### src/rtl/cds_pkg.sv
// shared types, constants and calendar helpers for the calendar date stepper
package cds_pkg;

    localparam int DAY_W   = 5;
    localparam int MONTH_W = 4;
    localparam int YEAR_W  = 14;
    localparam int DAYS_W  = 16;
    localparam int REM_W   = 9;
    localparam int STAGE_W = 3;

    localparam logic [YEAR_W-1:0]  YEAR_LIMIT   = 14'd9999;
    localparam logic [REM_W-1:0]   LEAP_CYCLE   = 9'd400;
    localparam logic [REM_W-1:0]   CENTURY_1    = 9'd100;
    localparam logic [REM_W-1:0]   CENTURY_2    = 9'd200;
    localparam logic [REM_W-1:0]   CENTURY_3    = 9'd300;
    localparam logic [REM_W-1:0]   REM_LAST     = 9'd399;
    localparam logic [STAGE_W-1:0] REDUCE_TOP   = 3'd5;

    localparam logic [MONTH_W-1:0] MONTH_JAN    = 4'd1;
    localparam logic [MONTH_W-1:0] MONTH_FEB    = 4'd2;
    localparam logic [MONTH_W-1:0] MONTH_MAR    = 4'd3;
    localparam logic [MONTH_W-1:0] MONTH_MAY    = 4'd5;
    localparam logic [MONTH_W-1:0] MONTH_JUL    = 4'd7;
    localparam logic [MONTH_W-1:0] MONTH_AUG    = 4'd8;
    localparam logic [MONTH_W-1:0] MONTH_OCT    = 4'd10;
    localparam logic [MONTH_W-1:0] MONTH_DEC    = 4'd12;

    localparam logic [DAY_W-1:0]   DAY_FIRST    = 5'd1;
    localparam logic [DAY_W-1:0]   DAYS_LONG    = 5'd31;
    localparam logic [DAY_W-1:0]   DAYS_SHORT   = 5'd30;
    localparam logic [DAY_W-1:0]   DAYS_FEB     = 5'd28;
    localparam logic [DAY_W-1:0]   DAYS_FEB_LP  = 5'd29;

    // controller to datapath
    typedef struct packed {
        logic               load;
        logic               reduce;
        logic [STAGE_W-1:0] stage;
        logic               step;
        logic               out_load;
        logic               out_ovf;
    } t_dp_cmd;

    // datapath to controller
    typedef struct packed {
        logic cmd_count;
        logic at_target;
        logic cnt_full;
        logic add_done;
        logic step_blocked;
    } t_dp_status;

    function automatic logic [DAY_W-1:0] month_len(input logic [MONTH_W-1:0] m,
                                                   input logic leap);
        logic [DAY_W-1:0] len;
        case (m)
            MONTH_FEB: len = leap ? DAYS_FEB_LP : DAYS_FEB;
            MONTH_JAN, MONTH_MAR, MONTH_MAY, MONTH_JUL,
            MONTH_AUG, MONTH_OCT, MONTH_DEC: len = DAYS_LONG;
            default: len = DAYS_SHORT;
        endcase
        return len;
    endfunction

endpackage

### src/rtl/cds_ctrl.sv
// controller state machine for the calendar date stepper
module cds_ctrl (
    input  logic                i_clk,
    input  logic                i_rst_n,
    input  logic                i_valid,
    output logic                o_ready,
    output logic                o_valid,
    input  logic                i_ready,
    output cds_pkg::t_dp_cmd    o_cmd,
    input  cds_pkg::t_dp_status i_status
);
    import cds_pkg::*;

    typedef enum logic [1:0] {
        S_IDLE,
        S_REDUCE,
        S_RUN,
        S_DONE
    } t_state;

    t_state             r_state, n_state;
    logic [STAGE_W-1:0] r_stage, n_stage;
    logic               r_ovf, n_ovf;
    logic               r_out_valid, n_out_valid;

    always_comb begin
        n_state = r_state;
        n_stage = r_stage;
        n_ovf   = r_ovf;
        o_cmd   = '0;
        o_ready = 1'b0;
        case (r_state)
            S_IDLE: begin
                o_ready = 1'b1;
                if (i_valid) begin
                    o_cmd.load = 1'b1;
                    n_stage    = REDUCE_TOP;
                    n_state    = S_REDUCE;
                end
            end
            S_REDUCE: begin
                o_cmd.reduce = 1'b1;
                o_cmd.stage  = r_stage;
                if (r_stage == '0) begin
                    n_state = S_RUN;
                end else begin
                    n_stage = r_stage - 1'b1;
                end
            end
            S_RUN: begin
                if (i_status.cmd_count) begin
                    if (i_status.at_target) begin
                        n_ovf   = 1'b0;
                        n_state = S_DONE;
                    end else if (i_status.cnt_full || i_status.step_blocked) begin
                        n_ovf   = 1'b1;
                        n_state = S_DONE;
                    end else begin
                        o_cmd.step = 1'b1;
                    end
                end else begin
                    if (i_status.add_done) begin
                        n_ovf   = 1'b0;
                        n_state = S_DONE;
                    end else if (i_status.step_blocked) begin
                        n_ovf   = 1'b1;
                        n_state = S_DONE;
                    end else begin
                        o_cmd.step = 1'b1;
                    end
                end
            end
            S_DONE: begin
                if (!r_out_valid || i_ready) begin
                    o_cmd.out_load = 1'b1;
                    o_cmd.out_ovf  = r_ovf;
                    n_state        = S_IDLE;
                end
            end
            default: begin
                n_state = S_IDLE;
            end
        endcase
    end

    always_comb begin
        if (o_cmd.out_load) begin
            n_out_valid = 1'b1;
        end else if (r_out_valid && i_ready) begin
            n_out_valid = 1'b0;
        end else begin
            n_out_valid = r_out_valid;
        end
    end

    always_ff @(posedge i_clk) begin
        if (!i_rst_n) begin
            r_state     <= S_IDLE;
            r_stage     <= '0;
            r_ovf       <= 1'b0;
            r_out_valid <= 1'b0;
        end else begin
            r_state     <= n_state;
            r_stage     <= n_stage;
            r_ovf       <= n_ovf;
            r_out_valid <= n_out_valid;
        end
    end

    assign o_valid = r_out_valid;

endmodule

### src/rtl/cds_datapath.sv
// date registers, year reduction, day stepping and output word register
module cds_datapath #(
    parameter int COUNT_BITS = 16
) (
    input  logic                         i_clk,
    input  cds_pkg::t_dp_cmd             i_cmd,
    output cds_pkg::t_dp_status          o_status,
    input  logic                         i_command,
    input  logic [cds_pkg::DAY_W-1:0]    i_start_day,
    input  logic [cds_pkg::MONTH_W-1:0]  i_start_month,
    input  logic [cds_pkg::YEAR_W-1:0]   i_start_year,
    input  logic [cds_pkg::DAYS_W-1:0]   i_days_to_add,
    input  logic [cds_pkg::DAY_W-1:0]    i_target_day,
    input  logic [cds_pkg::MONTH_W-1:0]  i_target_month,
    input  logic [cds_pkg::YEAR_W-1:0]   i_target_year,
    output logic [cds_pkg::DAY_W-1:0]    o_result_day,
    output logic [cds_pkg::MONTH_W-1:0]  o_result_month,
    output logic [cds_pkg::YEAR_W-1:0]   o_result_year,
    output logic [cds_pkg::DAYS_W-1:0]   o_days_between,
    output logic                         o_overflow
);
    import cds_pkg::*;

    logic                  r_cmd;
    logic [DAY_W-1:0]      r_day, r_tgt_day;
    logic [MONTH_W-1:0]    r_month, r_tgt_month;
    logic [YEAR_W-1:0]     r_year, r_tgt_year;
    logic [YEAR_W-1:0]     r_rem;
    logic [DAYS_W-1:0]     r_remaining;
    logic [COUNT_BITS-1:0] r_count;

    logic [DAY_W-1:0]      r_out_day;
    logic [MONTH_W-1:0]    r_out_month;
    logic [YEAR_W-1:0]     r_out_year;
    logic [DAYS_W-1:0]     r_out_days;
    logic                  r_out_ovf;

    logic [REM_W-1:0]      w_rem400;
    logic                  w_leap;
    logic [DAY_W-1:0]      w_mlen;
    logic                  w_month_end;
    logic                  w_year_end;
    logic [YEAR_W-1:0]     w_divisor;
    logic [DAYS_W-1:0]     w_count_out;

    // year mod 400 sits in the low bits of the reduced remainder
    assign w_rem400 = r_rem[REM_W-1:0];
    assign w_leap   = (w_rem400 == '0) ||
                      (!(w_rem400 == CENTURY_1 || w_rem400 == CENTURY_2 ||
                         w_rem400 == CENTURY_3) && (r_year[1:0] == 2'b00));
    assign w_mlen      = month_len(r_month, w_leap);
    assign w_month_end = (r_day >= w_mlen);
    assign w_year_end  = (r_month >= MONTH_DEC);
    assign w_divisor   = YEAR_W'(LEAP_CYCLE) << i_cmd.stage;

    assign o_status.cmd_count    = r_cmd;
    assign o_status.at_target    = (r_day == r_tgt_day) && (r_month == r_tgt_month) &&
                                   (r_year == r_tgt_year);
    assign o_status.cnt_full     = &r_count;
    assign o_status.add_done     = (r_remaining == '0);
    assign o_status.step_blocked = w_month_end && w_year_end && (r_year >= YEAR_LIMIT);

    always_ff @(posedge i_clk) begin
        if (i_cmd.load) begin
            r_cmd       <= i_command;
            r_day       <= i_start_day;
            r_month     <= i_start_month;
            r_year      <= i_start_year;
            r_rem       <= i_start_year;
            r_tgt_day   <= i_target_day;
            r_tgt_month <= i_target_month;
            r_tgt_year  <= i_target_year;
            r_remaining <= i_days_to_add;
            r_count     <= '0;
        end else if (i_cmd.reduce) begin
            if (r_rem >= w_divisor) begin
                r_rem <= r_rem - w_divisor;
            end
        end else if (i_cmd.step) begin
            if (w_month_end) begin
                r_day <= DAY_FIRST;
                if (w_year_end) begin
                    r_month <= MONTH_JAN;
                    r_year  <= r_year + 1'b1;
                    r_rem   <= (w_rem400 == REM_LAST) ? '0 : r_rem + 1'b1;
                end else begin
                    r_month <= r_month + 1'b1;
                end
            end else begin
                r_day <= r_day + 1'b1;
            end
            if (r_cmd) begin
                r_count <= r_count + 1'b1;
            end else begin
                r_remaining <= r_remaining - 1'b1;
            end
        end
    end

    generate
        if (COUNT_BITS >= DAYS_W) begin : g_cnt_trunc
            assign w_count_out = r_count[DAYS_W-1:0];
        end else begin : g_cnt_ext
            assign w_count_out = {{(DAYS_W-COUNT_BITS){1'b0}}, r_count};
        end
    endgenerate

    always_ff @(posedge i_clk) begin
        if (i_cmd.out_load) begin
            r_out_day   <= r_day;
            r_out_month <= r_month;
            r_out_year  <= r_year;
            r_out_days  <= w_count_out;
            r_out_ovf   <= i_cmd.out_ovf;
        end
    end

    assign o_result_day   = r_out_day;
    assign o_result_month = r_out_month;
    assign o_result_year  = r_out_year;
    assign o_days_between = r_out_days;
    assign o_overflow     = r_out_ovf;

endmodule

### src/rtl/calendar_date_stepper.sv
// top level of the calendar date stepper: controller plus datapath
// Steps a Gregorian date forward one day per clock. Command 0 adds
// i_days_to_add days to the start date; command 1 counts days from the start
// date until the target date is reached. Stepping stops with o_overflow set
// if the year would pass 9999, or (command 1) if the count reaches
// 2^COUNT_BITS - 1 without meeting the target, which covers a target before
// the start. One word is worked on at a time: after acceptance, the year
// reduction reduces the start year modulo 400 for the leap rule (one
// restoring compare and subtract per cycle), then the single day-step unit
// runs one day per cycle until a closing check sees the target, the end of
// the added days or an overflow, then the output register is written once
// it is free of an earlier result. The output register lets the next word
// be accepted while a result still waits for i_ready.
module calendar_date_stepper #(
    parameter int COUNT_BITS = 16
) (
    input  logic                         i_clk,
    input  logic                         i_rst_n,
    // input channel
    input  logic                         i_valid,
    output logic                         o_ready,
    input  logic                         i_command,
    input  logic [cds_pkg::DAY_W-1:0]    i_start_day,
    input  logic [cds_pkg::MONTH_W-1:0]  i_start_month,
    input  logic [cds_pkg::YEAR_W-1:0]   i_start_year,
    input  logic [cds_pkg::DAYS_W-1:0]   i_days_to_add,
    input  logic [cds_pkg::DAY_W-1:0]    i_target_day,
    input  logic [cds_pkg::MONTH_W-1:0]  i_target_month,
    input  logic [cds_pkg::YEAR_W-1:0]   i_target_year,
    // output channel
    output logic                         o_valid,
    input  logic                         i_ready,
    output logic [cds_pkg::DAY_W-1:0]    o_result_day,
    output logic [cds_pkg::MONTH_W-1:0]  o_result_month,
    output logic [cds_pkg::YEAR_W-1:0]   o_result_year,
    output logic [cds_pkg::DAYS_W-1:0]   o_days_between,
    output logic                         o_overflow
);
    import cds_pkg::*;

    // command and status between controller and datapath
    t_dp_cmd    w_cmd;
    t_dp_status w_status;

    // sequencer: accept, year reduction, stepping, output write
    cds_ctrl u_ctrl (
        .i_clk    (i_clk),
        .i_rst_n  (i_rst_n),
        .i_valid  (i_valid),
        .o_ready  (o_ready),
        .o_valid  (o_valid),
        .i_ready  (i_ready),
        .o_cmd    (w_cmd),
        .i_status (w_status)
    );

    // date registers, day-step unit, counters and output register
    cds_datapath #(
        .COUNT_BITS (COUNT_BITS)
    ) u_datapath (
        .i_clk          (i_clk),
        .i_cmd          (w_cmd),
        .o_status       (w_status),
        .i_command      (i_command),
        .i_start_day    (i_start_day),
        .i_start_month  (i_start_month),
        .i_start_year   (i_start_year),
        .i_days_to_add  (i_days_to_add),
        .i_target_day   (i_target_day),
        .i_target_month (i_target_month),
        .i_target_year  (i_target_year),
        .o_result_day   (o_result_day),
        .o_result_month (o_result_month),
        .o_result_year  (o_result_year),
        .o_days_between (o_days_between),
        .o_overflow     (o_overflow)
    );

endmodule
### config.mk
export PLATFORM = sky130hd
export DESIGN_NAME = calendar_date_stepper
export DESIGN_NICKNAME = d
export VERILOG_FILES = /design/src/rtl/cds_pkg.sv /design/src/rtl/cds_ctrl.sv /design/src/rtl/cds_datapath.sv /design/src/rtl/calendar_date_stepper.sv
export SDC_FILE = /design/constraint.sdc
export NUM_CORES = 1
export LEC_CHECK = 0
export ABC_AREA = 1
export BUFFER_PORTS_ARGS = -buffer_cell sky130_fd_sc_hd__buf_4
export CAP_MARGIN = 30
export CORE_MARGIN = 2
export CORE_UTILIZATION = 50
export CTS_BUF_LIST = sky130_fd_sc_hd__clkbuf_8
export CTS_CLUSTER_DIAMETER = 100
export DETAILED_ROUTE_END_ITERATION = 10
export PLACE_DENSITY = 0.67
export SKIP_LAST_GASP = 1
export SYNTH_ARGS = -nofsm -noshare
export SYNTH_HDL_FRONTEND = slang
export SYNTH_HIERARCHICAL = 1
export SYNTH_SLANG_ARGS = --single-unit
### constraint.sdc
create_clock -name i_clk -period 7.2 [get_ports i_clk]
set_clock_uncertainty 0.15 [all_clocks]
set_input_delay 1.08 -clock i_clk [delete_from_list [all_inputs] [get_ports i_clk]]
set_output_delay 1.08 -clock i_clk [all_outputs]
set_load 0.03 [all_outputs]
Word-level counts from Yosys, hierarchy flattened
Cells that the tools add are included.
Widths: inputs -> output; s select.
Operators by class
  $add $sub $neg: 8
  multiply operators: 0
  divide/modulo/power cells: 0
  magnitude comparators: 4
  equality and inequality tests: 28
  shift-type cells: 1
  multiplexer cells: 58
  bitwise logic cells: 1
  reduce and logical (&&, ||, !) cells: 39
Operators with widths (number)
  $mux 14: 12
  $mux 16: 4
  $add 14x1->14 const B: 2
  $mux 4: 6
  $mux 2: 10
  $mux 5: 4
  $eq 9x9->1 const B: 2
  $mux 1: 17
  $add 16x1->16 const B: 1
  $logic_not 16->1: 1
  $reduce_and 16->1: 1
  $sub 16x1->16 const B: 1
  $reduce_and 3->1: 5
  $eq 14x14->1: 1
  $ge 14x14->1: 1
  $ge 14x14->1 const B: 1
  $shl 9x3->14 const A: 1
  $sub 14x14->14: 1
  $eq 4x4->1 const B: 3
  $reduce_bool 3->1: 4
  $pmux 5 s2: 1
  $reduce_bool 2->1: 5
  $eq 9x7->1 const B: 1
  $eq 9x8->1 const B: 1
  32 further kinds: 53
Word-level totals
  bits in registers: 140
  bits in latches: 0
  RAM bits: 0
  memory bits (read-only): 0
  input port bits: 67
  output and inout port bits: 42
  logic and storage cells: 158
  memories kept: 0

Logic depth before layout (Yosys ltp)
Gate-level depths: netlist of run 1.
  word-level depth: 19
  mapped depth: 32
  gate-level depth less buffers: 31

By module
Netlist of run 1, hierarchy kept.
Modules (own cells, without submodules)
  cds_datapath: instances 1, cells each 805, area each 7234.4 µm², seq. area each 3833.7 µm²
  cds_ctrl: instances 1, cells each 79, area each 506.7 µm², seq. area each 140.1 µm²

Worst setup path before layout of run 1
OpenSTA, ideal clock, no wires.
  kind: register to register
  start: reg u_datapath.r_rem[0]
  end: reg u_datapath.r_year[0] (enable)
  setup time: 0.403 ns
  arrival time: 3.635 ns
  data required time: 6.647 ns
  slack: 3.012 ns
  cell stages (with the launch flop): 28
  path buffers: 0
  clock period less this slack: 4.188 ns
  path through: edfxtp_1 inv_1 ha_1 inv_1 nor3_1 nand3_1 nand3_1 nand2_1 nand2_1 nand2_1 ha_1 inv_1 nand2_1 a21oi_1 nor2_1 nand3_1 nor2_1 nand2_1 a21oi_1 nor2_1 nand2_1 nand2_1 nand2_2 inv_1 nand2_1 nand2_1 inv_1 nor3_1
RTL lines
  start: declaration: RTL line cds_datapath.sv:28  | logic [YEAR_W-1:0] r_rem;
  start signal: assignment: RTL line cds_datapath.sv:69  | r_rem <= i_start_year;
  start signal: assignment: RTL line cds_datapath.sv:77  | r_rem <= r_rem - w_divisor;
  start signal: assignment: RTL line cds_datapath.sv:85  | r_rem <= (w_rem400 == REM_LAST) ? '0 : r_rem + 1'b1;
  end signal: assignment: RTL line cds_datapath.sv:68  | r_year <= i_start_year;
  end signal: assignment: RTL line cds_datapath.sv:84  | r_year <= r_year + 1'b1;
  end: declaration: RTL line cds_datapath.sv:27  | logic [YEAR_W-1:0] r_year, r_tgt_year;

==> reports/summary.txt, run 1 <==
drt total wl - 17.7 mm
post-synthesis cell area - 0.00774 mm²
number of synthesized flops with an enable pin - 117
setup tns final - 0 ns
DIE HEIGHT - 128 µm
hpwl dp - 13.4 mm
DR top layer - met4
Syn Area/Cell - 8.76 µm²
die area - 0.0165 mm²
vias - 6199
CP max stage delay - 0.57 ns
Yosys cell types - 48
final hold violations - 0
Ys Warns - 6
Rel. slew slack - 0.442
met2 WL - 8.18 mm
All-Layer GR Usage - 0.225
static leakage - 3.91 nW
M1 WL - 8.26 mm
first-pass GRT wire length - 28.8 mm
RD Place Congestion - 0.908
Crit path max-delay family - simple AND/OR/NAND/NOR gates
fraction of registers with async set/reset - 0
Critical-path top delay cell - nor3_2
cts hold-fix bufs - 0
initial core utilization - 0.511
Slew Limit Fails - 0
Clock Tree Root - clkbuf_8
boundary pin count - 109
Synth Instances - 884
critical path launch point type - flip-flop
WP data required - 7.21 ns
Worst VDD drop - 0.155 mV
RSZ-0062 raised after global routing - false
PostCTS Resize Cnt - 0
Port Buffers - 108
Buffers & Inverters on Critical Path - 6
largest net degree at the start of global routing - 71
Layout area overhead - 17.8%
most frequent cell after synthesis - nand2_1
DRC Markers - 0
CTS buffer count - 17
Final setup viols - 0
top cell type's share of synthesized area - 0.454
ys flop type - edfxtp_1
remaining antenna violation count after routing - 0
H-Tree Depth - 4
Worst setup EP type - flip-flop
flop and latch count out of synthesis - 140
Cell Pwr Density - 355 mW/mm²
Cell Rows - 45
clock slew at reported path FFs - 0.08 ns
pre-CTS WS - 2.77 ns
Setup Buffers After CTS - 0
fmax - 232 MHz
# clock sinks - 140
Crit path arrival time - 4.32 ns
most instantiated cells after synthesis - nand2_1, inv_1, edfxtp_1
CTS tree - done
Worst Slack Setup Final - 2.89 ns
n_diodes - 0
Clock Path Buffers - 2
CP Class - reg -> reg
most frequent cell on the critical path - nand2_1
WL met3 - 1.04 mm
Slew @ Worst Pin - 0.836 ns
synth top area cells - edfxtp_1, nand2_1, dfxtp_1
initial antenna violation count - 0
vias in the first global route - 5857
syn_nets - 984
Final Net Count - 1099
Via density - 5.17
min cycle time layout - 4.31 ns
crit share post-route - 0.599
sequential area share after synthesis - 0.513
maximum capacitance violations - 0
crit-path max FO - 8
result of the run - completed
total gr overflow - 0
routed len/inst - 14.8 µm
share of cells above drive strength 1 - 0.171
DRC marker count from the first detailed-route iteration - 405
First-pass DRT Iterations - 5
Clock Latency Late Sink - 0.45 ns
Die W - 128 µm
Hold Path Class - reg -> reg
overall power - 3.24 mW
area of the core - 0.0151 mm²
area leader, netlist - edfxtp_1
[worst reg2reg max path, delay by kind of cell, from the launching register on]
| kind | cells | cell delay (ns) |
|---|---|---|
| buf+inv | 6 | 0.69 |
| flops | 1 | 0.41 |
| compound gates | 2 | 0.20 |
| fa+ha+maj | 2 | 0.44 |
| simple gates | 18 | 2.13 |
[cell usage in the layout (no fill, tap or decap), types with 4 or more instances in the layout]
cell type / netlist / layout
xor2_1: 15 / 15
inv_2: 3 / 4
nor2_1: 92 / 91
o21ai_0: 44 / 43
buf_4: 3 / 112
nor3_1: 23 / 22
a31oi_1: 10 / 10
or2_2: 6 / 6
nand4_1: 21 / 21
inv_1: 120 / 119
xnor2_1: 16 / 16
a21oi_1: 35 / 35
o21ai_1: 4 / 5
edfxtp_1: 117 / 117
a21o_1: 4 / 4
nand2_2: 6 / 6
nand2_1: 206 / 206
inv_6: 0 / 6
clkbuf_8: 0 / 17
clkinvlp_4: 0 / 4
nand3_1: 56 / 56
ha_1: 33 / 33
dfxtp_1: 23 / 23
[final cells by class]
class	instances	area (µm²)
Clock buffer	17	234
Clock inverter	15	139
Fill cell	1401	6030
Inverter	124	470
Multi-Input combinational cell	603	3210
Sequential cell	140	3970
Tap cell	188	235
Timing Repair Buffer	113	852
[layer usage]
metal / vias to the layer above / global-route usage
met5: - / 0
met4: 0 / 0.0789
met3: 20 / 0.0449
met2: 153 / 0.368
met1: 2819 / 0.301
li1: 3207 / -
[power by group]
part           internal (mW)  total, mW  switching [mW]
clock network          0.278      0.597           0.320
logic                  0.458       1.28           0.825
registers               1.18       1.36           0.182
[registers in the layout, indices dropped and copies added (netlist names), 3 cells and up]
| signal | count |
|---|---|
| u_datapath/r_rem | 14 |
| u_datapath/o_result_month | 4 |
| u_datapath/r_tgt_month | 4 |
| u_datapath/r_day | 5 |
| u_datapath/r_tgt_year | 14 |
| u_ctrl/r_stage | 3 |
| u_datapath/r_year | 14 |
| u_datapath/o_result_year | 14 |
| u_datapath/r_tgt_day | 5 |
| u_datapath/o_result_day | 5 |
| u_datapath/o_days_between | 16 |
| u_datapath/r_month | 4 |
| u_datapath/r_count | 16 |
| u_datapath/r_remaining | 16 |
[final timing paths]
kind                            slack [ns]                      endpoint             startpoint  cells past startpoint
worst max-delay path                  2.89          u_datapath/r_year[5]    u_datapath/r_rem[0]                     28
worst min-delay path                  0.32  u_datapath/o_days_between[9]  u_datapath/r_count[9]                      0
worst max register to register        2.89          u_datapath/r_year[5]    u_datapath/r_rem[0]                     28
worst min register to register        0.32  u_datapath/o_days_between[9]  u_datapath/r_count[9]                      0
[logic make-up (layout without fill, tap and decap cells)]
logic type,after synthesis,after routing,share of synthesized area
buf+inv,141,269,0.0731
xor+xnor,31,31,0.0351
fa+ha+maj,33,33,0.0533
compound gates,113,113,0.0819
flops,140,140,0.513
simple gates,426,426,0.243
[per-stage QoR]
stage | hold slack, ns | cell area (µm²) | utilization | std cells
after floorplan | 0.271 | 7740 | - | 884
after global placement | 0.298 | 8730 | 0.577 | 1167
after detailed placement | 0.296 | 8750 | 0.577 | 1168
after CTS | 0.317 | 9120 | 0.602 | 1200
after global routing | 0.346 | 9120 | 0.602 | 1200
final | 0.321 | 9120 | 0.602 | 1200
Power figures use the tool's default switching activity.
==> run 2, diff against run 1 <==
--- a/config.mk
+++ b/config.mk
@@ -5,7 +5,7 @@
 export SDC_FILE = /design/constraint.sdc
 export NUM_CORES = 1
 export LEC_CHECK = 0
-export ABC_AREA = 1
+export ABC_AREA = 0
 export BUFFER_PORTS_ARGS = -buffer_cell sky130_fd_sc_hd__buf_4
 export CAP_MARGIN = 30
 export CORE_MARGIN = 2
==> constraint.sdc (replaced) <==
create_clock -name i_clk -period 4.4 [get_ports i_clk]
set_clock_uncertainty 0.15 [all_clocks]
set_input_delay 0.66 -clock i_clk [delete_from_list [all_inputs] [get_ports i_clk]]
set_output_delay 0.66 -clock i_clk [all_outputs]
set_load 0.03 [all_outputs]
==> run 2 against run 1 <==
The run now ends with design-rule violations left; core utilization increased by 1.7 points; hold slack got worse by 0.081 ns; critical path depth decreased by 10; area after synthesis decreased by 6.0%; sequential cell count unchanged; count of clock-buffer cells in the layout unchanged; synthesized cell count decreased by 28%; global-route usage decreased by 1.4 points; non-clock buffer count increased by 19; sequential share of layout area increased by 1.1 points; highest routed layer unchanged.
==> reports/summary.txt, run 2 <==
Crit path max-delay family - simple AND/OR/NAND/NOR gates
first-pass GRT wire length - 26.0 mm
initial core utilization - 0.506
Hold Path Class - in -> reg
boundary pin count - 109
critical path launch point type - flip-flop
Final Net Count - 865
Critical-path top delay cell - or4b_4
cells along the critical path - or3b_2 > a21oi_1 > o21ai_1 > a221oi_2 > nor2_1 > ha_1 > nand2b_1 > a21oi_2 > nor2_1 > nor4bb_1 > or4b_4 > a21boi_4 > nand3b_1 > buf_4 > nor2_1 > nand2_1 > xor2_1 > nor2_1
H-Tree Depth - 4
violated checks - design-rule violations
cts hold-fix bufs - 0
most instantiated cells after synthesis - edfxtp_1, nand2_1, xor2_1
CTS tree - done
most frequent cell on the critical path - nor2_1
Cell Rows - 44
RD Place Congestion - 0.820
final hold violations - 0
Die W - 125 µm
Syn Area/Cell - 11.5 µm²
Yosys cell types - 69
area leader, netlist - edfxtp_1
CP Class - reg -> reg
hpwl dp - 11.7 mm
commonest non-fill, non-tap cell in the layout - buf_4
static leakage - 3.41 nW
Crit path arrival time - 4.33 ns
top cell type's share of synthesized area - 0.483
total gr overflow - 0
Via density - 5.54
n_diodes - 0
remaining antenna violation count after routing - 0
Layout area overhead - 22.4%
All-Layer GR Usage - 0.210
Final setup viols - 0
Synth Instances - 635
Slew @ Worst Pin - 0.959 ns
CTS buffer count - 17
Worst Slack Setup Final - 0.217 ns
most frequent cell after synthesis - edfxtp_1
crit-path max FO - 5
number of synthesized flops with an enable pin - 117
synth top area cells - edfxtp_1, dfxtp_1, ha_1
ys flop type - edfxtp_1
clock slew at reported path FFs - 0.09 ns
DRC Markers - 1
most frequent cells in the layout - buf_4, edfxtp_1, nand2_1
# clock sinks - 140
routed len/inst - 16.7 µm
pre-CTS WS - 0.109 ns
Worst VDD drop - 0.320 mV
area of the core - 0.0144 mm²
Port Buffers - 108
syn_nets - 735
vias in the first global route - 5273
Slew Limit Fails - 0
setup tns final - 0 ns
Ys Warns - 6
post-synthesis cell area - 0.00727 mm²
Clock Path Buffers - 2
DIE HEIGHT - 125 µm
fraction of registers with async set/reset - 0
largest net degree at the start of global routing - 76
sequential area share after synthesis - 0.546
vias - 5334
fmax - 239 MHz
min cycle time layout - 4.18 ns
Buffers & Inverters on Critical Path - 1
Rel. slew slack - 0.360
CP max stage delay - 0.53 ns
crit share post-route - 0.951
DRC marker count from the first detailed-route iteration - 396
flop and latch count out of synthesis - 140
maximum capacitance violations - 0
WP data required - 4.54 ns
Clock Tree Root - clkbuf_8
Worst setup EP type - flip-flop
drt total wl - 16.1 mm
Cell Pwr Density - 663 mW/mm²
Fill cells - 1187
result of the run - complete, but fails checks
die area - 0.0155 mm²
initial antenna violation count - 0
share of cells above drive strength 1 - 0.258
Clock Latency Late Sink - 0.45 ns
First-pass DRT Iterations - 8
==> run 2: logic make-up after synthesis <==
family | Yosys count | share of synthesized area
DFF | 140 | 0.546
muxes | 14 | 0.0200
xor gates and xnor gates | 80 | 0.0963
buffers and inverters | 46 | 0.0258
AOI/OAI and AO/OA | 92 | 0.0860
adders and majority gates | 33 | 0.0568
and+or+nand+nor | 230 | 0.169
==> run 2: metrics by stage <==
stage	instances	total power, mW	util	area [µm²]	hold slack [ns]
global placement	925	4.67	0.584	8390	0.308
CTS	957	5.88	0.613	8810	0.213
finish	962	5.90	0.619	8900	0.240
detailed placement	925	4.78	0.584	8390	0.310
floorplan	635	4.03	-	7290	0.274
global route	962	6.30	0.619	8900	0.206
==> run 2: what timing repair did <==
action	4_1_cts	5_1_grt
buffers inserted	0	5
endpoints found under the setup margin	0	38
gates resized for setup	0	9
==> run 2: routing by layer <==
metal / track usage / wire, µm
met1: 0.262 / 6860
met2: 0.358 / 8080
met3: 0.0515 / 874
met4: 0.0747 / 253
met5: 0 / 0
==> run 2: worst paths after layout <==
kind	slack [ns]	from	endpoint	depth (start not counted)
worst max register to register	0.22	u_datapath/r_rem[8]	u_datapath/r_count[3]	18
worst min register to register	0.33	u_datapath/r_count[4]	u_datapath/o_days_between[4]	0
worst min-delay path	0.24	i_target_year[3]	u_datapath/r_tgt_year[3]	1
worst max-delay path	0.22	u_datapath/r_rem[8]	u_datapath/r_count[3]	18
==> run 2: cell type report <==
cell class | count | area (µm²) | share of cell area
Inverter | 25 | 93.8 | 0.0105
Clock inverter | 15 | 186 | 0.0209
Clock buffer | 17 | 234 | 0.0263
Sequential cell | 140 | 3970 | 0.446
Multi-Input combinational cell | 449 | 3180 | 0.357
Tap cell | 184 | 230 | 0.0259
Timing Repair Buffer | 132 | 1000 | 0.113
==> run 2: where the power goes <==
| part | leakage [nW] | total (mW) | internal [mW] | switching, mW |
|---|---|---|---|---|
| Sequential | 1.29 | 2.40 | 2.03 | 0.374 |
| Clock | 0.219 | 1.10 | 0.572 | 0.528 |
| Combinational | 1.89 | 2.40 | 1.03 | 1.37 |
==> run 3, diff against run 2 <==
--- a/config.mk
+++ b/config.mk
@@ -13,6 +13,7 @@
 export CTS_BUF_LIST = sky130_fd_sc_hd__clkbuf_8
 export CTS_CLUSTER_DIAMETER = 100
 export DETAILED_ROUTE_END_ITERATION = 10
+export MAX_ROUTING_LAYER = met4
 export PLACE_DENSITY = 0.67
 export SKIP_LAST_GASP = 1
 export SYNTH_ARGS = -nofsm -noshare
==> run 3 against run 2 <==
The run now ends clean; critical path depth is 2 lower; largest power group unchanged; highest routed layer unchanged; core utilization stayed put; die area stayed put; critical endpoint is now u_datapath/r_count[12].
==> reports/summary.txt, run 3 (synthesis gave the netlist of run 2 again) <==
result of the run - completed
Worst VDD drop - 0.321 mV
remaining antenna violation count after routing - 0
Port Buffers - 108
vias in the first global route - 5277
n_diodes - 0
commonest non-fill, non-tap cell in the layout - buf_4
initial core utilization - 0.506
crit share post-route - 0.951
First-pass DRT Iterations - 6
# clock sinks - 140
Clock Path Buffers - 2
die area - 0.0155 mm²
most frequent cells in the layout - buf_4, edfxtp_1, nand2_1
Worst setup EP type - flip-flop
cts hold-fix bufs - 0
Crit path max-delay family - simple AND/OR/NAND/NOR gates
Min Hold Slack - 0.243 ns
maximum capacitance violations - 0
Slew @ Worst Pin - 0.956 ns
Clock Latency Late Sink - 0.44 ns
routed len/inst - 16.7 µm
Cell Rows - 44
FF-to-FF End - u_datapath/r_count[12]
setup tns final - 0 ns
share of cells above drive strength 1 - 0.258
DRC Markers - 0
Via density - 5.54
CTS buffer count - 17
critical path launch point type - flip-flop
Worst Hold Endpoint - u_datapath/r_tgt_year[3]
worst reg-to-reg setup slack - 0.21 ns
hpwl dp - 11.7 mm
DRC marker count from the first detailed-route iteration - 404
WP data required - 4.62 ns
CP Class - reg -> reg
Crit path arrival time - 4.40 ns
first-pass GRT wire length - 26.1 mm
Worst Hold Launch - i_target_year[3]
Slew Limit Fails - 0
Buffers & Inverters on Critical Path - 0
vias - 5325
Die W - 125 µm
area of the core - 0.0144 mm²
H-Tree Depth - 4
Hold Path Class - in -> reg
Layout area overhead - 22.4%
drt total wl - 16.1 mm
CTS tree - done
static leakage - 3.41 nW
min cycle time layout - 4.19 ns
final hold violations - 0
Critical-path top delay cell - or4b_4
Final setup viols - 0
CP max stage delay - 0.53 ns
initial antenna violation count - 0
clock slew at reported path FFs - 0.09 ns
total gr overflow - 0
All-Layer GR Usage - 0.217
worst hold stages - 1
boundary pin count - 109
cells along the critical path - or3b_2 > a21oi_1 > o21ai_1 > a221oi_2 > nor2_1 > ha_1 > nand2b_1 > a21oi_2 > nor2_1 > nor4bb_1 > or4b_4 > a21boi_4 > nand4b_4 > or3_1 > or3_1 > a21oi_1
RD Place Congestion - 0.832
Clock Tree Root - clkbuf_8
largest net degree at the start of global routing - 76
Final Net Count - 865
reg2reg path depth - 16
crit-path max FO - 5
Cell Pwr Density - 663 mW/mm²
Rel. slew slack - 0.363
R2R Path Start - u_datapath/r_rem[8]
DIE HEIGHT - 125 µm
fmax - 239 MHz
[run 3: worst max-delay path by stage]
stage,start,to,slack [ns],cells past startpoint
after floorplan,u_datapath/r_rem[7],u_datapath/r_rem[10],-0.01,15
after global routing,u_datapath/r_rem[8],u_datapath/r_count[13],-0.04,17
after CTS,u_datapath/r_rem[8],u_datapath/r_count[11],0.09,17
final,u_datapath/r_rem[8],u_datapath/r_count[12],0.21,16
after global placement,u_datapath/r_rem[4],u_datapath/r_count[11],0.21,17
after detailed placement,u_datapath/r_rem[8],u_datapath/r_count[11],0.11,17
[run 3: power breakdown]
group	switching, mW	total [mW]	internal (mW)
Clock	0.529	1.10	0.572
Sequential	0.375	2.40	2.03
Combinational	1.37	2.40	1.03
Total	2.27	5.90	3.63
[run 3: layer usage]
layer	global-route usage	wire length, µm	vias up
met5	-	0	-
met4	0.0747	279	0
met3	0.0503	786	24
met2	0.357	8040	171
met1	0.265	6960	2547
li1	-	-	2583
[run 3: final cells by class]
| type | instances | area [µm²] |
|---|---|---|
| sequential | 140 | 3970 |
| fill | 1187 | 5470 |
| timing repair buffer | 132 | 1000 |
| clock inverter | 15 | 186 |
| clock buffer | 17 | 234 |
| tap | 184 | 230 |
| inverter | 25 | 93.8 |
| multi-input combinational | 449 | 3180 |
[run 3: what timing repair did]
| action | in CTS | in global routing |
|---|---|---|
| setup endpoints to repair | 0 | 38 |
| endpoints found under the hold margin | 0 | 0 |
| setup buffers | 0 | 5 |
| resized for setup | 0 | 9 |
[run 3: through the flow]
| step | cell area, µm² | utilization | instances | setup slack (ns) | total power, mW |
|---|---|---|---|---|---|
| after floorplan | 7290 | - | 635 | -0.0123 | 4.03 |
| after global placement | 8390 | 0.584 | 925 | 0.212 | 4.67 |
| after detailed placement | 8390 | 0.584 | 925 | 0.109 | 4.78 |
| after CTS | 8810 | 0.613 | 957 | 0.0877 | 5.88 |
| after global routing | 8900 | 0.619 | 962 | -0.0389 | 6.30 |
| final | 8900 | 0.619 | 962 | 0.214 | 5.90 |
